## src/sv/utf8d_pkg.sv

```systemverilog
`timescale 1ns / 1ps
package utf8d_pkg;

    localparam logic [2:0] MAX_COUNT = 3'd4;
    localparam logic [20:0] SURR_LO = 21'h00D800;
    localparam logic [20:0] SURR_HI = 21'h00DFFF;
    localparam logic [20:0] CP_MAX = 21'h10FFFF;

    typedef enum logic [3:0] {
        ST_OK         = 4'd0,
        ST_SHORT      = 4'd1,
        ST_LEAD_TRAIL = 4'd2,
        ST_OVERLONG2  = 4'd3,
        ST_BAD_TRAIL  = 4'd4,
        ST_OVERLONG3  = 4'd5,
        ST_OVERLONG4  = 4'd6,
        ST_TOO_HIGH   = 4'd7,
        ST_SURROGATE  = 4'd8
    } t_status;

    typedef struct packed {
        logic [7:0] byte0;
        logic [7:0] byte1;
        logic [7:0] byte2;
        logic [7:0] byte3;
        logic [2:0] valid_count;
    } t_in;

    typedef struct packed {
        t_status     status;
        logic [20:0] code_point;
        logic [2:0]  seq_length;
    } t_out;

    typedef struct packed {
        t_status    status;
        logic [2:0] need;
        logic [2:0] avail;
        logic [7:0] lead;
        logic [7:0] byte1;
        logic [7:0] byte2;
        logic [7:0] byte3;
    } t_lead;

    typedef struct packed {
        t_status     status;
        logic [2:0]  need;
        logic [20:0] cp;
    } t_pack;

endpackage

```

## src/sv/utf8_sequence_decoder_top.sv

```systemverilog
`timescale 1ns / 1ps
// UTF-8 sequence decoder. Each input beat carries a window of four bytes and
// the count of bytes present in it; each output beat carries the status, the
// code point and the length of the first sequence in that window.
// Both channels use valid and ready, and a beat moves when both are high.
// The block has three register stages: lead byte classification, trailing
// byte checks with code point packing, and the range checks that fill the
// output register. One beat is taken in every cycle while the receiver
// keeps up. Each stage holds its beat while the stage after it is full and
// stalled. The ready chain is combinational, so once every stage is full a
// stall at the output drops the input ready in the same cycle and no beat
// is lost or repeated; empty stages still fill while the output is stalled.
// The synchronous active-low reset empties all stages. No state is kept
// between beats.
module utf8_sequence_decoder_top (
    input  logic            i_clk,
    input  logic            i_rst_n,
    input  logic            i_valid,
    output logic            o_ready,
    input  utf8d_pkg::t_in  i_data,
    output logic            o_valid,
    input  logic            i_ready,
    output utf8d_pkg::t_out o_data
);
    import utf8d_pkg::*;

    logic  w_s1_valid;
    t_lead w_s1_data;
    logic  w_s2_ready;
    logic  w_s2_valid;
    t_pack w_s2_data;
    logic  w_s3_ready;

    utf8d_classify u_classify (
        .i_clk   (i_clk),
        .i_rst_n (i_rst_n),
        .i_valid (i_valid),
        .o_ready (o_ready),
        .i_data  (i_data),
        .o_valid (w_s1_valid),
        .i_ready (w_s2_ready),
        .o_data  (w_s1_data)
    );

    utf8d_trail u_trail (
        .i_clk   (i_clk),
        .i_rst_n (i_rst_n),
        .i_valid (w_s1_valid),
        .o_ready (w_s2_ready),
        .i_data  (w_s1_data),
        .o_valid (w_s2_valid),
        .i_ready (w_s3_ready),
        .o_data  (w_s2_data)
    );

    utf8d_range u_range (
        .i_clk   (i_clk),
        .i_rst_n (i_rst_n),
        .i_valid (w_s2_valid),
        .o_ready (w_s3_ready),
        .i_data  (w_s2_data),
        .o_valid (o_valid),
        .i_ready (i_ready),
        .o_data  (o_data)
    );

    a_err_zero: assert property (@(posedge i_clk) disable iff (!i_rst_n)
        o_valid && o_data.status != ST_OK |-> o_data.code_point == '0 &&
        o_data.seq_length == '0)
        else $error("error beat carries a nonzero code point or length");

    a_ok_range: assert property (@(posedge i_clk) disable iff (!i_rst_n)
        o_valid && o_data.status == ST_OK |-> o_data.code_point <= CP_MAX &&
        (o_data.code_point < SURR_LO || o_data.code_point > SURR_HI) &&
        o_data.seq_length != 3'd0 && o_data.seq_length <= MAX_COUNT)
        else $error("good beat carries an invalid code point or length");

    a_stall_hold: assert property (@(posedge i_clk) disable iff (!i_rst_n)
        w_s1_valid && !w_s2_ready |=> w_s1_valid && $stable(w_s1_data))
        else $error("first stage dropped or changed a stalled beat");

endmodule

```

## src/sv/utf8d_classify.sv

```systemverilog
`timescale 1ns / 1ps
module utf8d_classify (
    input  logic             i_clk,
    input  logic             i_rst_n,
    input  logic             i_valid,
    output logic             o_ready,
    input  utf8d_pkg::t_in   i_data,
    output logic             o_valid,
    input  logic             i_ready,
    output utf8d_pkg::t_lead o_data
);
    import utf8d_pkg::*;

    logic  r_valid;
    t_lead r_data;
    t_lead n_data;

    assign o_ready  = !r_valid || i_ready;
    assign o_valid  = r_valid;
    assign o_data   = r_data;

    always_comb begin
        n_data.lead  = i_data.byte0;
        n_data.byte1 = i_data.byte1;
        n_data.byte2 = i_data.byte2;
        n_data.byte3 = i_data.byte3;
        n_data.avail = (i_data.valid_count > MAX_COUNT) ? MAX_COUNT : i_data.valid_count;
        n_data.status = ST_OK;
        n_data.need   = 3'd1;
        if (n_data.avail == 3'd0) begin
            n_data.status = ST_SHORT;
        end else if (i_data.byte0 inside {[8'h00:8'h7F]}) begin
            n_data.need = 3'd1;
        end else if (i_data.byte0 inside {[8'h80:8'hBF]}) begin
            n_data.status = ST_LEAD_TRAIL;
        end else if (i_data.byte0 inside {8'hC0, 8'hC1}) begin
            n_data.status = ST_OVERLONG2;
        end else if (i_data.byte0 inside {[8'hC2:8'hDF]}) begin
            n_data.need = 3'd2;
        end else if (i_data.byte0 inside {8'hE0, 8'hF0}) begin
            n_data.need = (i_data.byte0 == 8'hE0) ? 3'd3 : 3'd4;
            if (n_data.avail < 3'd2) begin
                n_data.status = ST_SHORT;
            end else if (i_data.byte1 < 8'h80) begin
                n_data.status = ST_BAD_TRAIL;
            end else if (i_data.byte0 == 8'hE0 && i_data.byte1 < 8'hA0) begin
                n_data.status = ST_OVERLONG3;
            end else if (i_data.byte0 == 8'hF0 && i_data.byte1 < 8'h90) begin
                n_data.status = ST_OVERLONG4;
            end
        end else if (i_data.byte0 inside {[8'hE1:8'hEF]}) begin
            n_data.need = 3'd3;
        end else if (i_data.byte0 inside {[8'hF1:8'hF7]}) begin
            n_data.need = 3'd4;
        end else begin
            n_data.status = ST_TOO_HIGH;
        end
    end

    always_ff @(posedge i_clk) begin
        if (!i_rst_n) begin
            r_valid <= 1'b0;
        end else if (o_ready) begin
            r_valid <= i_valid;
        end
    end

    always_ff @(posedge i_clk) begin
        if (i_valid && o_ready) begin
            r_data <= n_data;
        end
    end

endmodule

```

## src/sv/utf8d_trail.sv

```systemverilog
`timescale 1ns / 1ps
module utf8d_trail (
    input  logic             i_clk,
    input  logic             i_rst_n,
    input  logic             i_valid,
    output logic             o_ready,
    input  utf8d_pkg::t_lead i_data,
    output logic             o_valid,
    input  logic             i_ready,
    output utf8d_pkg::t_pack o_data
);
    import utf8d_pkg::*;

    logic       r_valid;
    t_pack      r_data;
    t_pack      n_data;
    logic [7:0] w_trail [1:3];

    assign o_ready = !r_valid || i_ready;
    assign o_valid = r_valid;
    assign o_data  = r_data;

    assign w_trail[1] = i_data.byte1;
    assign w_trail[2] = i_data.byte2;
    assign w_trail[3] = i_data.byte3;

    always_comb begin
        n_data.status = i_data.status;
        n_data.need   = i_data.need;
        if (i_data.status == ST_OK) begin
            for (int i = 3; i >= 1; i--) begin
                if (3'(i) < i_data.need) begin
                    if (3'(i) >= i_data.avail) begin
                        n_data.status = ST_SHORT;
                    end else if (w_trail[i] < 8'h80 || w_trail[i] > 8'hBF) begin
                        n_data.status = ST_BAD_TRAIL;
                    end
                end
            end
        end
        case (i_data.need)
            3'd1:    n_data.cp = {13'd0, i_data.lead};
            3'd2:    n_data.cp = {10'd0, i_data.lead[4:0], i_data.byte1[5:0]};
            3'd3:    n_data.cp = {5'd0, i_data.lead[3:0], i_data.byte1[5:0],
                                  i_data.byte2[5:0]};
            default: n_data.cp = {i_data.lead[2:0], i_data.byte1[5:0],
                                  i_data.byte2[5:0], i_data.byte3[5:0]};
        endcase
    end

    always_ff @(posedge i_clk) begin
        if (!i_rst_n) begin
            r_valid <= 1'b0;
        end else if (o_ready) begin
            r_valid <= i_valid;
        end
    end

    always_ff @(posedge i_clk) begin
        if (i_valid && o_ready) begin
            r_data <= n_data;
        end
    end

endmodule

```

## src/sv/utf8d_range.sv

```systemverilog
`timescale 1ns / 1ps
module utf8d_range (
    input  logic             i_clk,
    input  logic             i_rst_n,
    input  logic             i_valid,
    output logic             o_ready,
    input  utf8d_pkg::t_pack i_data,
    output logic             o_valid,
    input  logic             i_ready,
    output utf8d_pkg::t_out  o_data
);
    import utf8d_pkg::*;

    logic    r_valid;
    t_out    r_data;
    t_status w_status;
    t_out    n_data;

    assign o_ready = !r_valid || i_ready;
    assign o_valid = r_valid;
    assign o_data  = r_data;

    always_comb begin
        w_status = i_data.status;
        if (i_data.status == ST_OK) begin
            if (i_data.cp >= SURR_LO && i_data.cp <= SURR_HI) begin
                w_status = ST_SURROGATE;
            end else if (i_data.cp > CP_MAX) begin
                w_status = ST_TOO_HIGH;
            end
        end
        n_data.status = w_status;
        if (w_status == ST_OK) begin
            n_data.code_point = i_data.cp;
            n_data.seq_length = i_data.need;
        end else begin
            n_data.code_point = '0;
            n_data.seq_length = '0;
        end
    end

    always_ff @(posedge i_clk) begin
        if (!i_rst_n) begin
            r_valid <= 1'b0;
        end else if (o_ready) begin
            r_valid <= i_valid;
        end
    end

    always_ff @(posedge i_clk) begin
        if (i_valid && o_ready) begin
            r_data <= n_data;
        end
    end

endmodule
```

## config.mk

```make
export PLATFORM = sky130hd
export DESIGN_NAME = utf8_sequence_decoder_top
export DESIGN_NICKNAME = d
export VERILOG_FILES = /design/src/sv/utf8d_pkg.sv /design/src/sv/utf8_sequence_decoder_top.sv /design/src/sv/utf8d_classify.sv /design/src/sv/utf8d_trail.sv /design/src/sv/utf8d_range.sv
export SDC_FILE = /design/constraint.sdc
export NUM_CORES = 1
export LEC_CHECK = 0
export ABC_AREA = 1
export BUFFER_PORTS_ARGS = -buffer_cell sky130_fd_sc_hd__buf_4
export CORE_MARGIN = 3
export CORE_UTILIZATION = 60
export CTS_CLUSTER_DIAMETER = 50
export DETAILED_ROUTE_END_ITERATION = 10
export HOLD_SLACK_MARGIN = 0.06
export PLACE_DENSITY = 0.84
export SLEW_MARGIN = 20
export SYNTH_ARGS = -nofsm -noshare
export SYNTH_HDL_FRONTEND = slang
export SYNTH_SLANG_ARGS = --single-unit
```

## constraint.sdc

```tcl
create_clock -name i_clk -period 4.3 [get_ports i_clk]
set_clock_uncertainty 0.1 [all_clocks]
set_input_delay 0.215 -clock i_clk [delete_from_list [all_inputs] [get_ports i_clk]]
set_output_delay 0.215 -clock i_clk [all_outputs]
set_load 0.01 [all_outputs]
```

Yosys cells after proc, flatten, opt, wreduce, memory -nomap -nowiden. Cells that the tools add are included.

Output and inout port bits: 30. Logic and storage cells: 115. Register bits: 101. Bits of input ports: 39.

Multiplexer cells: 30. Reduce and logical (&&, ||, !) cells: 29. Equality and inequality tests: 7. $lt $le $gt $ge: 30.

Operator list (number): 4-bit 2-to-1 mux (17); 21-bit case mux with 3 select lines (1); 8-bit less-than comparator (second input constant) (6); 8-bit equality test (second input constant) (4); 8-bit >= comparator (second input constant) (4); 8-bit <= comparator (second input constant) (4); 8-bit > comparator (second input constant) (3); 21-bit by 16-bit >= comparator with 1-bit output (second input constant) (1); 21-bit > comparator (second input constant) (1); 21-bit by 16-bit <= comparator with 1-bit output (second input constant) (1); 3-bit 2-to-1 mux (6); 4-bit zero test (3); 1-bit logical AND (11); 8-bit by 1-bit >= comparator with 1-bit output (second input constant) (1); 8-bit by 7-bit <= comparator with 1-bit output (second input constant) (1); 2-bit 2-to-1 mux (4); 7-bit 2-to-1 mux (1); 3-bit by 2-bit equality test with 1-bit output (second input constant) (2); 2-bit by 3-bit >= comparator with 1-bit output (first input constant) (2); 1-bit logical OR (6); 2-bit by 3-bit less-than comparator with 1-bit output (first input constant) (2); 5-bit OR reduction (1); 2-bit nonzero test (2); 4-bit OR reduction (1); other kinds (9) (11).

Longest topological paths before layout.
Word-level depth: 12. Mapped depth: 9. Gate-level depth less buffers: 9.

By module. A second synthesis with hierarchy kept.

Cell total of the unflattened synthesis: 363. Area total of the unflattened synthesis: 4390.5 µm².

By module, submodules not included: utf8d_classify (instances 1, area each 1587.8 µm², seq. area each 1251.2 µm², cells an instance 106); utf8d_range (instances 1, area each 1407.6 µm², seq. area each 860.8 µm², cells an instance 114); utf8d_trail (instances 1, area each 1395.1 µm², seq. area each 860.8 µm², cells an instance 143).

Worst setup path after synthesis. OpenSTA, ideal clock, no wires.

Path type: reg-to-reg. Start: register u_range.r_valid (netlist: u_range.o_valid). End: register u_range.r_data, in the netlist u_range.o_data[0] (enable). Library setup time: 0.422 ns. Stages on the path, launching flop included: 2. Required time: 3.778 ns. Clock period less this slack: 2.290 ns. Slack: 2.010 ns. Data arrival time: 1.768 ns. Path buffers: 0. Cells stage by stage: dfxtp_1 -> a21oi_1.

Word-level cells in the longest chain between the ends: 3.

RTL lines: start: declaration (RTL line utf8d_range.sv:14) `logic r_valid;`; start signal: assignment (RTL line utf8d_range.sv:46) `r_valid <= i_valid;`; 1-bit zero test (RTL line utf8d_range.sv:19) `assign o_ready = !r_valid || i_ready;`; 1-bit logical OR (RTL line utf8d_range.sv:19); 1-bit logical AND (RTL line utf8d_range.sv:51) `if (i_valid && o_ready) begin`; end signal: assignment (RTL line utf8d_range.sv:52) `r_data <= n_data;`; end: declaration (RTL line utf8d_range.sv:15) `t_out r_data;`.

No other way between the ends. A chain may end at the register's enable or synchronous reset.

Worst setup path in the final report.
Start: input i_ready. End: register u_trail.r_data, in the netlist u_trail.o_data[19] (enable).

Word-level cells in the longest chain between the ends: 3.

RTL lines: start: declaration (RTL line utf8_sequence_decoder_top.sv:22) `input logic i_ready,`; 1-bit logical OR (RTL line utf8d_range.sv:19); 1-bit logical OR (RTL line utf8d_trail.sv:19) `assign o_ready = !r_valid || i_ready;`; 1-bit logical AND (RTL line utf8d_trail.sv:60) `if (i_valid && o_ready) begin`; end signal: assignment (RTL line utf8d_trail.sv:61) `r_data <= n_data;`; end: declaration (RTL line utf8d_trail.sv:15) `t_pack r_data;`.

No other way between the ends.

==> metrics.md <==
| Metric | Value |
|---|---|
| R2R Path Start | `u_trail.o_data[20]` |
| Mean Syn Cell Area | `11.5 µm²` |
| Fin. max-slew vios | `0` |
| Largest net degree at the start of global routing | `42` |
| Clock Latency Late Sink | `0.35 ns` |
| Post-CTS setup repair buffer count | `0` |
| Tmin final | `1.95 ns` |
| Post-synthesis cell area | `4260 µm²` |
| Antenna-violating nets left | `0` |
| Largest delay share family, worst path | `buffers and inverters` |
| Global-route wire length before repair | `13400 µm` |
| P_leak | `2.34 nW` |
| Synth Warn # | `0` |
| Final TNS setup | `0 ns` |
| Reg2reg path depth | `6` |
| Layout Nets | `522` |
| Area of the multi-input gates | `1000 µm²` |
| Die height | `90.3 µm` |
| Fmax achieved | `512 MHz` |
| CTS root buffer | `clkbuf_8` |
| Cts hold-fix bufs | `37` |
| CP cell instances | `dlygate4sd3_1 > buf_4 > inv_1 > nand2_1 > nor2_1 > inv_1 > nand2_1 > inv_1` |
| Crit path top cell by count | `inv_1` |
| Vias in the first global route | `2912` |
| Critical Path End Type | `flop` |
| Core Region | `6830 µm²` |
| Total Routing Usage GR | `0.210` |
| Unrepaired setup endpoints after global routing | `false` |
| 1st-iter DRT viols | `216` |
| Clock transition at the registers of the reported paths | `0.09 ns` |
| Htree depth | `3` |
| Crit path largest cell delay | `0.67 ns` |
| Final hold vios | `0` |
| Clock sink count | `99` |
| Seq/Total Area, Yosys | `0.690` |
| Vias per cell | `5.00` |
| Setup CP Type | `primary input to flop` |
| Worst R2R Setup Slack | `2.35 ns` |
| Fin crit share | `0.454` |
| R2R Path End | `u_range.o_data[18]` |
| IO Count | `69` |
| Clk buf depth | `2` |
| Buf/Inv on CP | `5` |
| Filler cells | `442` |
| Share of cells above drive strength 1 | `0.232` |
| Flops & latches, synth | `99` |
| CTS Buf Count | `9` |
| Chip width | `90.3 µm` |
| Hold EP | `u_classify.o_data[32]` |
| Max Fanout on Critical Path | `27` |
| Total iterations of the first detailed-routing run | `5` |
| Slowest CP cell | `inv_1` |
| Unique masters post-synth | `27` |
| CP startpoint | `i_ready` |
| Final HPWL DP | `5280 µm` |
| Reg area | `2940 µm²` |
| GRT overflow | `0` |
| Max-cap viol count | `0` |
| WP data required | `4.18 ns` |
| Worst vdd ir | `0.287 mV` |
| Final Setup Violations | `0` |
| Crit path launch type | `primary input` |
| Rel. slew slack | `0.383` |
| Post-Synthesis Cells | `372` |
| Die area | `8150 µm²` |
| Routed wire per std cell | `13.5 µm` |
| Critical path data arrival time | `1.83 ns` |
| Hold Path Origin | `i_data[0]` |
| Syn Nets | `411` |
| Area growth, synth to finish | `27.2%` |
| Initial Util | `0.624` |
| Hold Crit Depth | `3` |
| Number of antenna diodes | `0` |
| Port bufs | `68` |
| HP Class | `primary input to flop` |
| Drt drc | `0` |
| CTS resizes | `0` |
| Final GP Congestion | `0.838` |
| Worst slew pin tran | `0.924 ns` |
| # rows | `30` |
| CTS tree | `built` |
| Via count | `2918` |
| Routed Wire Length | `7900 µm` |
| Status | `completed` |
| P per Cell Area | `344 nW/µm²` |
| Initial antenna violation count | `0` |
| WHS | `0.0914 ns` |
[cell families after synthesis]
group                  synth area share
AOI/OAI and AO/OA                0.0464
DFF                               0.690
buffers and inverters            0.0760
and+or+nand+nor                   0.187
[per-layer routing]
| metal | GRT usage | wire, µm |
|---|---|---|
| met3 | 0.0425 | 386 |
| met2 | 0.352 | 4050 |
| met4 | 0.121 | 246 |
| met5 | 0 | 0 |
| met1 | 0.253 | 3220 |
[per-stage QoR]
stage / instance area, µm² / instances / power (mW) / setup WS, ns / util
6_report: 5420 / 584 / 1.87 / 2.35 / 0.794
5_1_grt: 5420 / 584 / 1.94 / 2.17 / 0.794
4_1_cts: 5420 / 584 / 1.87 / 2.35 / 0.794
3_5_place_dp: 4860 / 531 / 1.29 / 2.39 / 0.712
3_3_place_gp: 4860 / 531 / 1.28 / 2.51 / 0.712
2_1_floorplan: 4260 / 372 / 1.23 / 2.01 / -
[worst min-delay path, delay by kind of cell]
family / cells / cell delay, ns
buf+inv: 2 / 0.12
simple gates: 1 / 0.09
[cells in the mapped netlist]
| library cell | count | area [µm²] |
|---|---|---|
| o221ai_1 | 2 | 17.5 |
| nand3_2 | 4 | 40.0 |
| buf_6 | 2 | 22.5 |
| dfxtp_1 | 3 | 60.1 |
| nor3_1 | 5 | 25.0 |
| clkbuf_1 | 2 | 7.51 |
| nor2_2 | 1 | 6.26 |
| o21ai_0 | 5 | 25.0 |
| nand3_1 | 9 | 45.0 |
| o211ai_1 | 3 | 22.5 |
| clkinv_1 | 1 | 3.75 |
| nor3_2 | 20 | 200 |
| a21oi_1 | 5 | 25.0 |
| nand2_1 | 85 | 319 |
| o21ai_2 | 1 | 8.76 |
| o2111ai_1 | 8 | 70.1 |
| inv_1 | 72 | 270 |
| nand2_2 | 1 | 6.26 |
| nand3b_1 | 1 | 7.51 |
| a22o_1 | 1 | 8.76 |
| buf_4 | 2 | 15.0 |
| buf_2 | 1 | 5.00 |
| a211oi_1 | 1 | 7.51 |
| nand4_1 | 1 | 6.26 |
| edfxtp_1 | 96 | 2880 |
| o22ai_1 | 2 | 12.5 |
| nor2_1 | 38 | 143 |
[where the power goes]
part	switching, mW	leakage (nW)	total (mW)	internal, mW
Sequential	0.0193	0.984	1.12	1.10
Clock	0.305	0.0927	0.574	0.269
Combinational	0.0940	1.26	0.170	0.0765
Total	0.418	2.34	1.87	1.45
[area by class of cell]
| type | instances | share of cell area |
|---|---|---|
| clock buffers | 10 | 0.0235 |
| clock inverters | 6 | 0.0118 |
| inverters | 73 | 0.0505 |
| multi-input cells | 193 | 0.184 |
| flip-flops and latches | 99 | 0.543 |
| well taps | 96 | 0.0221 |
| repair buffers | 107 | 0.165 |
[cell usage in the layout (no fill, tap or decap), drive strengths merged]
cell	n
nand2	86
clkbuf	10
nand4	1
o21ai	6
nor3	25
a21oi	5
o211ai	3
nand3	13
edfxtp	96
dlygate4sd3	37
dfxtp	3
clkinvlp	2
a22o	1
o22ai	2
o2111ai	8
a211oi	1
inv	73
clkinv	3
o221ai	2
nand3b	1
bufinv	1
nor2	39
buf	70
[state kept, by name, indices dropped and copies added (netlist names)]
name                cells
u_classify.o_data      41
u_classify.o_valid      1
u_range.o_data         28
u_range.o_valid         1
u_trail.o_data         27
u_trail.o_valid         1
[how the worst max path moves through the flow]
stage,to,slack [ns],depth (start not counted)
floorplan,u_range.o_data[0],2.01,1
global placement,u_range.o_data[19],2.51,5
detailed placement,u_range.o_data[18],2.39,5
CTS,u_trail.o_data[19],2.35,8
global route,u_range.o_data[18],2.17,5
finish,u_trail.o_data[19],2.35,8
(Power assumes the default switching activity.)
